**src/rtl/nearest_sampler_address_gen_top_defines.svh**
```systemverilog
// Assertion macros for the nearest sampler address generator.
// Included by the top level; no other dependencies.
`ifndef NEAREST_SAMPLER_ADDRESS_GEN_TOP_DEFINES_SVH
`define NEAREST_SAMPLER_ADDRESS_GEN_TOP_DEFINES_SVH

// Property that must hold in the same cycle as its antecedent.
`define NSAG_ASSERT_NOW(lbl, clk, rst_n, ante, cons, msg) \
    lbl: assert property (@(posedge clk) disable iff (!rst_n) (ante) |-> (cons)) \
        else $error(msg);

// Property that must hold in the cycle after its antecedent.
`define NSAG_ASSERT_NEXT(lbl, clk, rst_n, ante, cons, msg) \
    lbl: assert property (@(posedge clk) disable iff (!rst_n) (ante) |=> (cons)) \
        else $error(msg);

`endif

```
**src/rtl/nsag_pkg.sv**
```systemverilog
// Shared widths, register codes, stage types and a helper function for the
// nearest sampler address generator. No dependencies.
`timescale 1ns / 1ps

package nsag_pkg;

    localparam int COORD_W        = 32;
    localparam int PIX_W          = 13;
    localparam int STRIDE_W       = 18;
    localparam int IDX_W          = 24;
    localparam int OFS_W          = 30;
    localparam int CFG_IDX_W      = 2;
    localparam int CFG_DATA_W     = 18;
    localparam int FRAC_BITS_DEF  = 16;

    localparam logic [PIX_W-1:0]    WIDTH_RST  = PIX_W'(1);
    localparam logic [PIX_W-1:0]    HEIGHT_RST = PIX_W'(1);
    localparam logic [STRIDE_W-1:0] STRIDE_RST = '0;

    // Configuration register indexes.
    typedef enum logic [CFG_IDX_W-1:0] {
        CFG_WIDTH  = 2'd0,
        CFG_HEIGHT = 2'd1,
        CFG_STRIDE = 2'd2
    } t_cfg_reg;

    // Fixed-point coordinates of one pixel, leaving the accumulator stage.
    typedef struct packed {
        logic signed [COORD_W-1:0] x;
        logic signed [COORD_W-1:0] y;
        logic [IDX_W-1:0]          dest;
        logic                      last;
    } t_coord_stage;

    // Integer pixel position, leaving the clamp and round stage.
    typedef struct packed {
        logic [PIX_W-1:0] x;
        logic [PIX_W-1:0] y;
        logic [IDX_W-1:0] dest;
        logic             last;
    } t_pix_stage;

    // Signed add that saturates to the 32-bit range.
    function automatic logic signed [COORD_W-1:0] sat_add(
        input logic signed [COORD_W-1:0] a,
        input logic signed [COORD_W-1:0] b
    );
        logic signed [COORD_W:0] sum;
        logic signed [COORD_W-1:0] res;
        sum = {a[COORD_W-1], a} + {b[COORD_W-1], b};
        if (sum[COORD_W] != sum[COORD_W-1]) begin
            res = sum[COORD_W] ? {1'b1, {(COORD_W-1){1'b0}}} : {1'b0, {(COORD_W-1){1'b1}}};
        end else begin
            res = sum[COORD_W-1:0];
        end
        return res;
    endfunction

endpackage

```
**src/rtl/nsag_if.sv**
```systemverilog
// Handshake interfaces for the pixel request channel and the address result
// channel. Depends on nsag_pkg for field widths.
`timescale 1ns / 1ps

interface nsag_in_if import nsag_pkg::*; ();
    logic                      valid;
    logic                      ready;
    logic                      first;
    logic signed [COORD_W-1:0] start_x;
    logic signed [COORD_W-1:0] start_y;
    logic signed [COORD_W-1:0] step_x;
    logic signed [COORD_W-1:0] step_y;
    logic [IDX_W-1:0]          start_index;
    logic                      last_pixel;

    modport source (
        output valid, first, start_x, start_y, step_x, step_y, start_index, last_pixel,
        input  ready
    );
    modport sink (
        input  valid, first, start_x, start_y, step_x, step_y, start_index, last_pixel,
        output ready
    );
endinterface

interface nsag_out_if import nsag_pkg::*; ();
    logic             valid;
    logic             ready;
    logic [OFS_W-1:0] source_offset;
    logic [IDX_W-1:0] dest_index;
    logic             end_of_run;

    modport source (
        output valid, source_offset, dest_index, end_of_run,
        input  ready
    );
    modport sink (
        input  valid, source_offset, dest_index, end_of_run,
        output ready
    );
endinterface

```
**src/rtl/nsag_accum.sv**
```systemverilog
// Input stage: holds the coordinate accumulators, steps and destination index,
// and registers the coordinates of each accepted pixel. Depends on nsag_pkg.
`timescale 1ns / 1ps

module nsag_accum import nsag_pkg::*; (
    input  logic          i_clk,
    input  logic          i_rst_n,
    nsag_in_if.sink       i_pix,
    output logic          o_valid,
    input  logic          i_ready,
    output t_coord_stage  o_stage
);

    logic signed [COORD_W-1:0] r_cur_x, r_cur_y, r_inc_x, r_inc_y;
    logic [IDX_W-1:0]          r_next_dest;
    logic                      r_valid;
    t_coord_stage              r_stage;

    logic                      w_en, w_accept;
    logic signed [COORD_W-1:0] w_base_x, w_base_y, w_base_inc_x, w_base_inc_y;
    logic [IDX_W-1:0]          w_base_dest;

    // The stage moves when it is empty or the next stage takes its contents.
    assign w_en        = !r_valid || i_ready;
    assign i_pix.ready = w_en;
    assign w_accept    = i_pix.valid && w_en;

    // A first pixel of a run replaces the running state before it is used.
    always_comb begin
        if (i_pix.first) begin
            w_base_x     = i_pix.start_x;
            w_base_y     = i_pix.start_y;
            w_base_inc_x = i_pix.step_x;
            w_base_inc_y = i_pix.step_y;
            w_base_dest  = i_pix.start_index;
        end else begin
            w_base_x     = r_cur_x;
            w_base_y     = r_cur_y;
            w_base_inc_x = r_inc_x;
            w_base_inc_y = r_inc_y;
            w_base_dest  = r_next_dest;
        end
    end

    // Accumulators advance once per accepted transaction.
    always_ff @(posedge i_clk) begin
        if (!i_rst_n) begin
            r_cur_x     <= '0;
            r_cur_y     <= '0;
            r_inc_x     <= '0;
            r_inc_y     <= '0;
            r_next_dest <= '0;
        end else if (w_accept) begin
            r_cur_x     <= sat_add(w_base_x, w_base_inc_x);
            r_cur_y     <= sat_add(w_base_y, w_base_inc_y);
            r_inc_x     <= w_base_inc_x;
            r_inc_y     <= w_base_inc_y;
            r_next_dest <= w_base_dest + IDX_W'(1);
        end
    end

    // Stage valid flag.
    always_ff @(posedge i_clk) begin
        if (!i_rst_n) begin
            r_valid <= 1'b0;
        end else if (w_en) begin
            r_valid <= i_pix.valid;
        end
    end

    // Stage payload.
    always_ff @(posedge i_clk) begin
        if (w_accept) begin
            r_stage.x    <= w_base_x;
            r_stage.y    <= w_base_y;
            r_stage.dest <= w_base_dest;
            r_stage.last <= i_pix.last_pixel;
        end
    end

    assign o_valid = r_valid;
    assign o_stage = r_stage;

endmodule

```
**src/rtl/nsag_pixel.sv**
```systemverilog
// Clamp and round stage: turns fixed-point coordinates into integer pixel
// positions inside the image. Depends on nsag_pkg.
`timescale 1ns / 1ps

module nsag_pixel import nsag_pkg::*; #(
    parameter int FRAC_BITS = FRAC_BITS_DEF
) (
    input  logic             i_clk,
    input  logic             i_rst_n,
    input  logic [PIX_W-1:0] i_width,
    input  logic [PIX_W-1:0] i_height,
    input  logic             i_valid,
    output logic             o_ready,
    input  t_coord_stage     i_stage,
    output logic             o_valid,
    input  logic             i_ready,
    output t_pix_stage       o_stage
);

    localparam int FIX_W = ((COORD_W > PIX_W + FRAC_BITS) ? COORD_W : PIX_W + FRAC_BITS) + 1;

    logic       r_valid;
    t_pix_stage r_stage;
    logic       w_en;

    // Clamp to [0, size-1] in fixed point, then add one half and drop the fraction.
    function automatic logic [PIX_W-1:0] pick(
        input logic signed [COORD_W-1:0] coord,
        input logic [PIX_W-1:0]          size
    );
        logic [PIX_W-1:0] limit;
        logic [FIX_W-1:0] maxfix;
        logic [FIX_W-1:0] mag;
        logic [FIX_W-1:0] v;
        logic [FIX_W-1:0] rnd;
        limit  = (size == '0) ? '0 : size - PIX_W'(1);
        maxfix = FIX_W'(limit) << FRAC_BITS;
        mag    = FIX_W'(coord[COORD_W-2:0]);
        if (coord[COORD_W-1]) begin
            v = '0;
        end else if (mag > maxfix) begin
            v = maxfix;
        end else begin
            v = mag;
        end
        rnd = v + (FIX_W'(1) << (FRAC_BITS - 1));
        return PIX_W'(rnd >> FRAC_BITS);
    endfunction

    assign w_en    = !r_valid || i_ready;
    assign o_ready = w_en;

    // Stage valid flag.
    always_ff @(posedge i_clk) begin
        if (!i_rst_n) begin
            r_valid <= 1'b0;
        end else if (w_en) begin
            r_valid <= i_valid;
        end
    end

    // Stage payload.
    always_ff @(posedge i_clk) begin
        if (w_en && i_valid) begin
            r_stage.x    <= pick(i_stage.x, i_width);
            r_stage.y    <= pick(i_stage.y, i_height);
            r_stage.dest <= i_stage.dest;
            r_stage.last <= i_stage.last;
        end
    end

    assign o_valid = r_valid;
    assign o_stage = r_stage;

endmodule

```
**src/rtl/nsag_offset.sv**
```systemverilog
// Output stage: forms the source byte offset y*row_stride + 4*x and holds the
// result transaction until it is taken. Depends on nsag_pkg and nsag_out_if.
`timescale 1ns / 1ps

module nsag_offset import nsag_pkg::*; (
    input  logic                i_clk,
    input  logic                i_rst_n,
    input  logic [STRIDE_W-1:0] i_stride,
    input  logic                i_valid,
    output logic                o_ready,
    input  t_pix_stage          i_stage,
    nsag_out_if.source          o_addr
);

    logic                      r_valid;
    logic [OFS_W-1:0]          r_ofs;
    logic [IDX_W-1:0]          r_dest;
    logic                      r_last;
    logic                      w_en;
    logic [PIX_W+STRIDE_W-1:0] w_row;
    logic [PIX_W+STRIDE_W-1:0] w_sum;

    assign w_en    = !r_valid || o_addr.ready;
    assign o_ready = w_en;

    // Row base plus column byte offset; the sum wraps to the offset width.
    assign w_row = (PIX_W + STRIDE_W)'(i_stage.y) * (PIX_W + STRIDE_W)'(i_stride);
    assign w_sum = w_row + (PIX_W + STRIDE_W)'({i_stage.x, 2'b00});

    // Result valid flag.
    always_ff @(posedge i_clk) begin
        if (!i_rst_n) begin
            r_valid <= 1'b0;
        end else if (w_en) begin
            r_valid <= i_valid;
        end
    end

    // Result payload.
    always_ff @(posedge i_clk) begin
        if (w_en && i_valid) begin
            r_ofs  <= OFS_W'(w_sum);
            r_dest <= i_stage.dest;
            r_last <= i_stage.last;
        end
    end

    assign o_addr.valid         = r_valid;
    assign o_addr.source_offset = r_ofs;
    assign o_addr.dest_index    = r_dest;
    assign o_addr.end_of_run    = r_last;

endmodule

```
**src/rtl/nearest_sampler_address_gen_top.sv**
```systemverilog
// Top level of the nearest sampler address generator: configuration registers
// and the three pipeline stages. Depends on nsag_pkg, nsag_if and the defines header.
//
// Usage: i_pix carries one transaction per destination pixel. A transaction
// with first set loads the start point, the per-pixel steps (signed fixed point)
// and the start index before that pixel is used. o_addr returns one transaction
// per pixel: the source byte offset, the destination index and end_of_run.
// Width, height and row stride are written through i_cfg_we / i_cfg_idx /
// i_cfg_data while the block is idle.
// Throughput is one pixel per cycle while results are taken; the saturating
// accumulator add in the input stage is the only loop-carried path. A result
// passes three register stages (accumulator, clamp and round, offset) on its
// way from request to output.
// Reset clears the accumulators, steps and index to zero and sets width and
// height to one and the stride to zero. When the receiver stalls, the result
// holds and the pipeline keeps filling; i_pix.ready drops only once all three
// stages hold pixels.
`timescale 1ns / 1ps
`include "nearest_sampler_address_gen_top_defines.svh"

module nearest_sampler_address_gen_top import nsag_pkg::*; #(
    parameter int FRAC_BITS = FRAC_BITS_DEF
) (
    input  logic                  i_clk,
    input  logic                  i_rst_n,
    input  logic                  i_cfg_we,
    input  logic [CFG_IDX_W-1:0]  i_cfg_idx,
    input  logic [CFG_DATA_W-1:0] i_cfg_data,
    nsag_in_if.sink               i_pix,
    nsag_out_if.source            o_addr
);

    logic [PIX_W-1:0]    r_width, r_height;
    logic [STRIDE_W-1:0] r_stride;

    logic         w_coord_valid, w_coord_ready;
    t_coord_stage w_coord;
    logic         w_pix_valid, w_pix_ready;
    t_pix_stage   w_pix;

    // Configuration writes; unknown indexes are dropped.
    always_ff @(posedge i_clk) begin
        if (!i_rst_n) begin
            r_width  <= WIDTH_RST;
            r_height <= HEIGHT_RST;
            r_stride <= STRIDE_RST;
        end else if (i_cfg_we) begin
            case (t_cfg_reg'(i_cfg_idx))
                CFG_WIDTH:  r_width  <= PIX_W'(i_cfg_data);
                CFG_HEIGHT: r_height <= PIX_W'(i_cfg_data);
                CFG_STRIDE: r_stride <= i_cfg_data;
                default: ;
            endcase
        end
    end

    nsag_accum u_accum (
        .i_clk   (i_clk),
        .i_rst_n (i_rst_n),
        .i_pix   (i_pix),
        .o_valid (w_coord_valid),
        .i_ready (w_coord_ready),
        .o_stage (w_coord)
    );

    nsag_pixel #(
        .FRAC_BITS (FRAC_BITS)
    ) u_pixel (
        .i_clk    (i_clk),
        .i_rst_n  (i_rst_n),
        .i_width  (r_width),
        .i_height (r_height),
        .i_valid  (w_coord_valid),
        .o_ready  (w_coord_ready),
        .i_stage  (w_coord),
        .o_valid  (w_pix_valid),
        .i_ready  (w_pix_ready),
        .o_stage  (w_pix)
    );

    nsag_offset u_offset (
        .i_clk    (i_clk),
        .i_rst_n  (i_rst_n),
        .i_stride (r_stride),
        .i_valid  (w_pix_valid),
        .o_ready  (w_pix_ready),
        .i_stage  (w_pix),
        .o_addr   (o_addr)
    );

    // A first pixel enters the pipeline with its own start point and index.
    `NSAG_ASSERT_NEXT(first_loads_start, i_clk, i_rst_n, i_pix.valid && i_pix.ready && i_pix.first, (w_coord.dest == $past(i_pix.start_index)) && (w_coord.x == $past(i_pix.start_x)), "first pixel did not load its start point")

    // Input backpressure appears only when every stage is occupied and stalled.
    `NSAG_ASSERT_NOW(full_pipe_stalls, i_clk, i_rst_n, !i_pix.ready, o_addr.valid && !o_addr.ready && w_pix_valid && w_coord_valid, "input stalled with room in the pipeline")

    // A pixel moving into the output stage shows up with its destination index.
    `NSAG_ASSERT_NEXT(pix_reaches_output, i_clk, i_rst_n, w_pix_valid && w_pix_ready, o_addr.valid && (o_addr.dest_index == $past(w_pix.dest)), "pixel lost on its way to the output")

endmodule

```
**src/flat_wrapper.sv**
```systemverilog
// flat-port wrapper written by rule: the top's interface ports become plain ports
module nearest_sampler_address_gen_top_flat import nsag_pkg::*;
#(
    parameter int FRAC_BITS = FRAC_BITS_DEF
)
  (i_clk, i_rst_n, i_cfg_we, i_cfg_idx, i_cfg_data, i_pix_valid, i_pix_first, i_pix_start_x, i_pix_start_y, i_pix_step_x, i_pix_step_y, i_pix_start_index, i_pix_last_pixel, i_pix_ready, o_addr_valid, o_addr_source_offset, o_addr_dest_index, o_addr_end_of_run, o_addr_ready);
  nsag_in_if i_pix_i ();
  nsag_out_if o_addr_i ();
  input  logic i_clk;
  input  logic i_rst_n;
  input  logic i_cfg_we;
  input  logic [CFG_IDX_W-1:0] i_cfg_idx;
  input  logic [CFG_DATA_W-1:0] i_cfg_data;
  input wire logic [$bits(i_pix_i.valid)-1:0] i_pix_valid;
  input wire logic [$bits(i_pix_i.first)-1:0] i_pix_first;
  input wire logic [$bits(i_pix_i.start_x)-1:0] i_pix_start_x;
  input wire logic [$bits(i_pix_i.start_y)-1:0] i_pix_start_y;
  input wire logic [$bits(i_pix_i.step_x)-1:0] i_pix_step_x;
  input wire logic [$bits(i_pix_i.step_y)-1:0] i_pix_step_y;
  input wire logic [$bits(i_pix_i.start_index)-1:0] i_pix_start_index;
  input wire logic [$bits(i_pix_i.last_pixel)-1:0] i_pix_last_pixel;
  output wire logic [$bits(i_pix_i.ready)-1:0] i_pix_ready;
  output wire logic [$bits(o_addr_i.valid)-1:0] o_addr_valid;
  output wire logic [$bits(o_addr_i.source_offset)-1:0] o_addr_source_offset;
  output wire logic [$bits(o_addr_i.dest_index)-1:0] o_addr_dest_index;
  output wire logic [$bits(o_addr_i.end_of_run)-1:0] o_addr_end_of_run;
  input wire logic [$bits(o_addr_i.ready)-1:0] o_addr_ready;
  assign i_pix_i.valid = i_pix_valid;
  assign i_pix_i.first = i_pix_first;
  assign i_pix_i.start_x = i_pix_start_x;
  assign i_pix_i.start_y = i_pix_start_y;
  assign i_pix_i.step_x = i_pix_step_x;
  assign i_pix_i.step_y = i_pix_step_y;
  assign i_pix_i.start_index = i_pix_start_index;
  assign i_pix_i.last_pixel = i_pix_last_pixel;
  assign i_pix_ready = i_pix_i.ready;
  assign o_addr_valid = o_addr_i.valid;
  assign o_addr_source_offset = o_addr_i.source_offset;
  assign o_addr_dest_index = o_addr_i.dest_index;
  assign o_addr_end_of_run = o_addr_i.end_of_run;
  assign o_addr_i.ready = o_addr_ready;
  nearest_sampler_address_gen_top #(.FRAC_BITS(FRAC_BITS)) u_core (.i_clk(i_clk), .i_rst_n(i_rst_n), .i_cfg_we(i_cfg_we), .i_cfg_idx(i_cfg_idx), .i_cfg_data(i_cfg_data), .i_pix(i_pix_i), .o_addr(o_addr_i));
endmodule
```
**config.mk**
```make
export PLATFORM = sky130hd
export DESIGN_NAME = nearest_sampler_address_gen_top_flat
export DESIGN_NICKNAME = d
export VERILOG_FILES = /design/src/rtl/nsag_pkg.sv /design/src/rtl/nsag_if.sv /design/src/rtl/nsag_accum.sv /design/src/rtl/nsag_pixel.sv /design/src/rtl/nsag_offset.sv /design/src/rtl/nearest_sampler_address_gen_top.sv /design/src/flat_wrapper.sv
export VERILOG_INCLUDE_DIRS = /design/src /design/src/rtl
export SDC_FILE = /design/constraint.sdc
export NUM_CORES = 1
export LEC_CHECK = 0
export ABC_AREA = 1
export BUFFER_PORTS_ARGS = -buffer_cell sky130_fd_sc_hd__buf_4
export CAP_MARGIN = 30
export CORE_ASPECT_RATIO = 1.1
export CORE_UTILIZATION = 60
export DETAILED_ROUTE_END_ITERATION = 10
export PLACE_DENSITY_LB_ADDON = 0.1
export RECOVER_POWER = 100
export SYNTH_ARGS = -nofsm -noshare
export SYNTH_HDL_FRONTEND = slang
export SYNTH_HIERARCHICAL = 1
export SYNTH_SLANG_ARGS = --single-unit
```
**constraint.sdc**
```tcl
create_clock -name i_clk -period 15.1 [get_ports i_clk]
set_clock_uncertainty 0.2 [all_clocks]
set_input_delay 1.51 -clock i_clk [delete_from_list [all_inputs] [get_ports i_clk]]
set_output_delay 1.51 -clock i_clk [all_outputs]
set_load 0.01 [all_outputs]
```
==> Word-level counts from Yosys, hierarchy flattened <==
Cells that the tools add are included.
{ "classes": {"n_addsub": 8, "multipliers": 1, "magnitude_cmp": 2, "eq_ne": 4, "n_mux": 17, "reduce_logical": 15} }
{ "ops": {"columns": ["operator", "count"], "rows": [
  ["$mux W32", 8],
  ["$mux W29", 6],
  ["$add A32 B32 Y33", 2],
  ["$gt A31 B29 Y1", 2],
  ["$add A29 B16 Y29 const B", 2],
  ["$add A30 B15 Y30", 1],
  ["$mul A13 B18 Y30", 1],
  ["$logic_not A13 Y1", 2],
  ["$mux W13", 2],
  ["$sub A13 B1 Y13 const B", 2],
  ["$add A24 B1 Y24 const B", 1],
  ["$mux W24", 1],
  ["$reduce_and A2 Y1", 3],
  ["$logic_and A1 B1 Y1", 3],
  ["$logic_not A1 Y1", 3],
  ["$logic_or A1 B1 Y1", 3],
  ["$eq A2 B1 Y1 const B", 1],
  ["$eq A2 B2 Y1 const B", 1],
  ["$logic_not A2 Y1", 1],
  ["$ne A1 B1 Y1", 2]
]} }
{ "totals": {"reg_bits": 394, "input_bits": 179, "word_cells": 69} }

==> Longest topological paths before layout <==
{ "depth": {"depth_word": 7, "ltp_mapped": 27, "ltp_nobuf": 25} }

==> By module <==
Netlist, hierarchy kept.
{ "modules_own_cells": {"columns": ["module", "instances", "cells_per_inst", "area_each_um2", "seq_area_each_um2"], "rows": [
  ["nsag_accum", 1, 2022, 14984.4, 5735.5],
  ["nsag_offset", 1, 1300, 10481.3, 1671.6],
  ["nsag_pixel", 1, 615, 4521.8, 1551.5],
  ["nearest_sampler_address_gen_top", 1, 281, 1843.0, 880.8]
]} }

==> Worst setup path before layout <==
Ideal clock, no wire load.
{ "synth_path": {"path_type": "input-to-reg", "startpoint": "in o_addr_ready", "endpoint": "reg u_core.u_accum.r_stage, in the netlist u_core/u_accum/o_stage[0] (enable)", "arrival_time_ps": 5048, "path_slack_ps": 9364, "cell_stages": 10, "path_buffers": 2, "cell_sequence": "inv_1 > nand2_1 > inv_1 > nand2_1 > inv_1 > nand2_1 > nand2_1 > inv_1 > clkbuf_1 > buf_1"} }
{ "synth_via": {"elab_chain_cells": 4} }
{ "synth_rtl": {"columns": ["element", "line_no", "rtl"], "rows": [
  ["start, declared", "flat_wrapper.sv:27", "input wire logic [$bits(o_addr_i.ready)-1:0] o_addr_ready;"],
  ["$logic_or A1 B1 Y1", "nsag_offset.sv:23", "assign w_en = !r_valid || o_addr.ready;"],
  ["via u_core.w_pix_ready", "nearest_sampler_address_gen_top.sv:38", "logic w_pix_valid, w_pix_ready;"],
  ["$logic_or A1 B1 Y1", "nsag_pixel.sv:50", "assign w_en = !r_valid || i_ready;"],
  ["via u_core.w_coord_ready", "nearest_sampler_address_gen_top.sv:36", "logic w_coord_valid, w_coord_ready;"],
  ["$logic_or A1 B1 Y1", "nsag_accum.sv:24", "assign w_en = !r_valid || i_ready;"],
  ["via i_pix_ready", "flat_wrapper.sv:22", "output wire logic [$bits(i_pix_i.ready)-1:0] i_pix_ready;"],
  ["$logic_and A1 B1 Y1", "nsag_accum.sv:26", "assign w_accept = i_pix.valid && w_en;"],
  ["via u_core.u_accum.w_accept", "nsag_accum.sv:19", "logic w_en, w_accept;"],
  ["end, declared", "nsag_accum.sv:17", "t_coord_stage r_stage;"]
]} }
The timed path passes the listed nets, and every way through them passes these cells.
A chain may end at the register's enable or synchronous reset.

==> Worst setup path after layout <==
{ "layout_path": {"startpoint": "in o_addr_ready", "endpoint": "reg u_core.u_accum.r_next_dest[18]"} }
{ "layout_via": {"elab_chain_cells": 4} }
{ "layout_rtl": {"columns": ["element", "line_no", "rtl"], "rows": [
  ["$logic_or A1 B1 Y1", "nsag_offset.sv:23", null],
  ["via u_core.w_pix_ready", "nearest_sampler_address_gen_top.sv:38", null],
  ["$logic_or A1 B1 Y1", "nsag_pixel.sv:50", null],
  ["via u_core.w_coord_ready", "nearest_sampler_address_gen_top.sv:36", null],
  ["$logic_or A1 B1 Y1", "nsag_accum.sv:24", null],
  ["$logic_and A1 B1 Y1", "nsag_accum.sv:26", null],
  ["end signal, assigned", "nsag_accum.sv:58", "r_next_dest <= w_base_dest + IDX_W'(1);"],
  ["end, declared", "nsag_accum.sv:15", "logic [IDX_W-1:0] r_next_dest;"]
]} }
The timed path passes the listed nets, and every way through them passes these cells.

==> flow_summary.json <==
{
  "crit_arrival_ps": 10090,
  "criticalPathCategory": "input pin to register",
  "htreeDepth": 2,
  "finalHoldViolCount": 0,
  "syn_area_mm2": 0.0318,
  "drt-total-wl_um": 80500,
  "start_util_pct": 60.7,
  "vias": 26746,
  "synth_largest_area_cell": "edfxtp_1",
  "via_per_inst": 5.27,
  "rsz0062_at_grt": "false",
  "final.min_clock_period_ps": 9820,
  "p_leak_nw": 17.9,
  "avgSynthCellArea_um2": 7.55,
  "total_power_mw": 3.62,
  "fp.dieH_um": 244,
  "cts_made_buffers": 44,
  "cts_tree": "built",
  "synth_top_area_share_pct": 18.4,
  "ys_top_cells_by_area": "edfxtp_1, nand2_1, dfxtp_1",
  "sw_frac_of_total_pct": 34.6,
  "ant_nets": 0,
  "drc": 0,
  "ctsHoldBuffers": 0,
  "internal_power_mw": 2.37,
  "slew_viol_final": 592,
  "p_sw_mw": 1.25,
  "fmax_mhz": 102,
  "finalSetupTns_ps": 0,
  "initialDrtViolationCount": 1739,
  "synthArstFlopShare_pct": 0,
  "worst_ir_drop_vdd_v": 0.0000945,
  "cts_buffer_depth": 3,
  "grt_pass1_vias": 26048,
  "antenna_found_initial": 5,
  "port-buffer-count": 235,
  "dp_slack_ps": 8240,
  "yosys_warnings": 6,
  "dp_hpwl_um": 60800,
  "relSlewSlack_pct": -204,
  "die_area_mm2": 0.0540,
  "cts_resized": 0,
  "drt_pre_antenna_iters": 7,
  "clock_sink_count": 394,
  "core_mm2": 0.0524,
  "grt_max_degree": 109,
  "syn_to_final_growth_pct": 9.76,
  "grt_pass1_wl_um": 130000,
  "setup_viol": 0,
  "end_kind": "register",
  "place_congestion": 0.954,
  "gr-usage-all-layers_pct": 29.8,
  "tightest_slew_ps": 4560,
  "io_pins": 236,
  "syn_inst": 4218,
  "yosysMostFrequentCell": "nand2_1",
  "synth.top_cells.by_count": "nand2_1, inv_1, nor2_1",
  "hold_class": "register to register",
  "clockPowerShare_pct": 33.1,
  "cts_root_buf": "clkbuf_16",
  "post_cts_buffers": 0,
  "finalNetCount": 4911,
  "syn_nets": 4770,
  "wl_per_cell_um": 15.9,
  "dieWidth_um": 222,
  "cp_max_fo": 105,
  "status": "finished with violations",
  "start_kind": "input pin",
  "ys_seq_elements": 394,
  "powerDensity_mw_per_mm2": 104,
  "setup_slack_ps": 5280,
  "clk_pin_slew_ps": 70,
  "synth_top_flop_cell": "dfxtp_1",
  "layout-drive-gt1-share_pct": 8.33,
  "cp.required_ps": 15370,
  "pwr-share-seq_pct": 35.9,
  "grt.overflow.total": 0,
  "synth_edf_count": 195,
  "synth.distinct_cells": 52,
  "maxCapViolations": 7,
  "p_comb_share_pct": 31.0,
  "post-route-period-util_pct": 65.1,
  "rows": 88,
  "clock_latency_ps": 600,
  "violations": "max-capacitance violations, max-slew violations",
  "seq_area_frac_synth_pct": 30.9
}
-- state kept, by name, summed over array words and instances, names as in the netlist, 13 cells and up --
signal                                cells
u_core/r_stride                          18
u_core/u_accum/r_inc_x                   32
u_core/u_offset/o_addr.dest_index        24
u_core/r_width                           13
u_core/u_accum/r_cur_x                   32
u_core/u_pixel/o_stage                   51
u_core/u_offset/o_addr.source_offset     30
u_core/u_accum/r_inc_y                   32
u_core/u_accum/r_cur_y                   32
u_core/u_accum/r_next_dest               24
u_core/u_accum/o_stage                   89
u_core/r_height                          13
-- layer usage --
layer / global-route usage (%) / up-vias / wire length, µm
met1: 37.4 / 12437 / 34200
met5: 0 / - / 36
met4: 9.72 / 6 / 2510
li1: - / 13473 / -
met2: 52.0 / 670 / 39100
met3: 5.15 / 160 / 4600
-- stage by stage --
| stage | util (%) | std cells | instance area, µm² | hold WS (ps) |
|---|---|---|---|---|
| floorplan | - | 4218 | 31800 | 200 |
| global placement | 64.5 | 4988 | 33800 | 202 |
| detailed placement | 64.5 | 4988 | 33800 | 205 |
| CTS | 67.6 | 5070 | 35400 | 218 |
| global route | 66.7 | 5070 | 34900 | 222 |
| finish | 66.7 | 5072 | 34900 | 216 |
-- power by group through the flow --
stage / sequential (mW) / combinational, mW / clock [mW]
after global routing: 1.31 / 1.27 / 1.26
after floorplan: 1.29 / 0.861 / 0
after global placement: 1.32 / 1.13 / 0
final: 1.30 / 1.12 / 1.20
after detailed placement: 1.32 / 1.14 / 0
after CTS: 1.30 / 1.15 / 1.22
-- path summary, 6_finish.rpt --
path                           startpoint                             end  slack (ps)  cells past startpoint
max                          o_addr_ready  u_core/u_accum/r_next_dest[18]        5280                     12
min            u_core/u_accum/o_stage[19]      u_core/u_pixel/o_stage[19]         220                      0
max reg2reg  u_core/u_offset/o_addr.valid  u_core/u_accum/r_next_dest[18]        6040                     10
min reg2reg    u_core/u_accum/o_stage[19]      u_core/u_pixel/o_stage[19]         220                      0
-- cells by family (layout without fill, tap and decap cells) --
family / after synthesis / in the layout / synth area share [%]
xor gates and xnor gates: 80 / 80 / 2.20
DFF: 394 / 394 / 30.9
and+or+nand+nor: 1822 / 1822 / 24.5
other: 0 / 2 / 0
muxes: 60 / 60 / 2.12
buffers and inverters: 932 / 1109 / 11.6
adders and majority gates: 373 / 373 / 19.1
AOI/OAI and AO/OA: 557 / 557 / 9.51
-- cell type report --
type | count | area [µm²]
antenna | 2 | 5.00
clock buffer | 54 | 1200
clock inverter | 28 | 424
fill | 4758 | 17500
inverter | 781 | 2930
multi-input combinational | 2892 | 18100
sequential | 394 | 9840
tap | 675 | 845
timing repair buffer | 246 | 1610
-- worst max-delay path, cell delays in order --
cell        delay, ps
clkbuf_1          110
inv_1             130
nand2_1            80
inv_1             110
nand2_1            80
inv_1              50
nand2_1           110
nand2_1          1910
clkinvlp_2       4050
buf_4            1340
o211ai_1          330
clkinv_1          130
-- placed cells by master, fill, tap and decap left out, types with 4 or more instances in the layout --
cell / n
mux2_1: 50
nor2_4: 8
bufinv_16: 9
clkinv_1: 6
nor2_1: 299
a21oi_4: 4
nand3_1: 201
o21ai_0: 253
nor3_2: 8
fa_1: 188
nand2_2: 20
clkbuf_1: 67
clkinvlp_4: 4
edfxtp_1: 195
or2_1: 5
nand2_1: 1162
xnor2_1: 24
dfxtp_1: 199
nor3_1: 15
o21bai_1: 24
o21a_1: 5
ha_1: 185
inv_2: 14
clkinv_2: 5
or2_2: 4
mux2_2: 10
a21o_1: 6
xor2_1: 56
a21oi_1: 246
o211ai_1: 10
nand3b_1: 16
nor2_2: 20
clkbuf_16: 44
buf_4: 182
and2_1: 5
inv_6: 4
clkbuf_8: 6
nand3_2: 8
inv_1: 762
nand4_1: 36
Power figures use the tool's default switching activity.
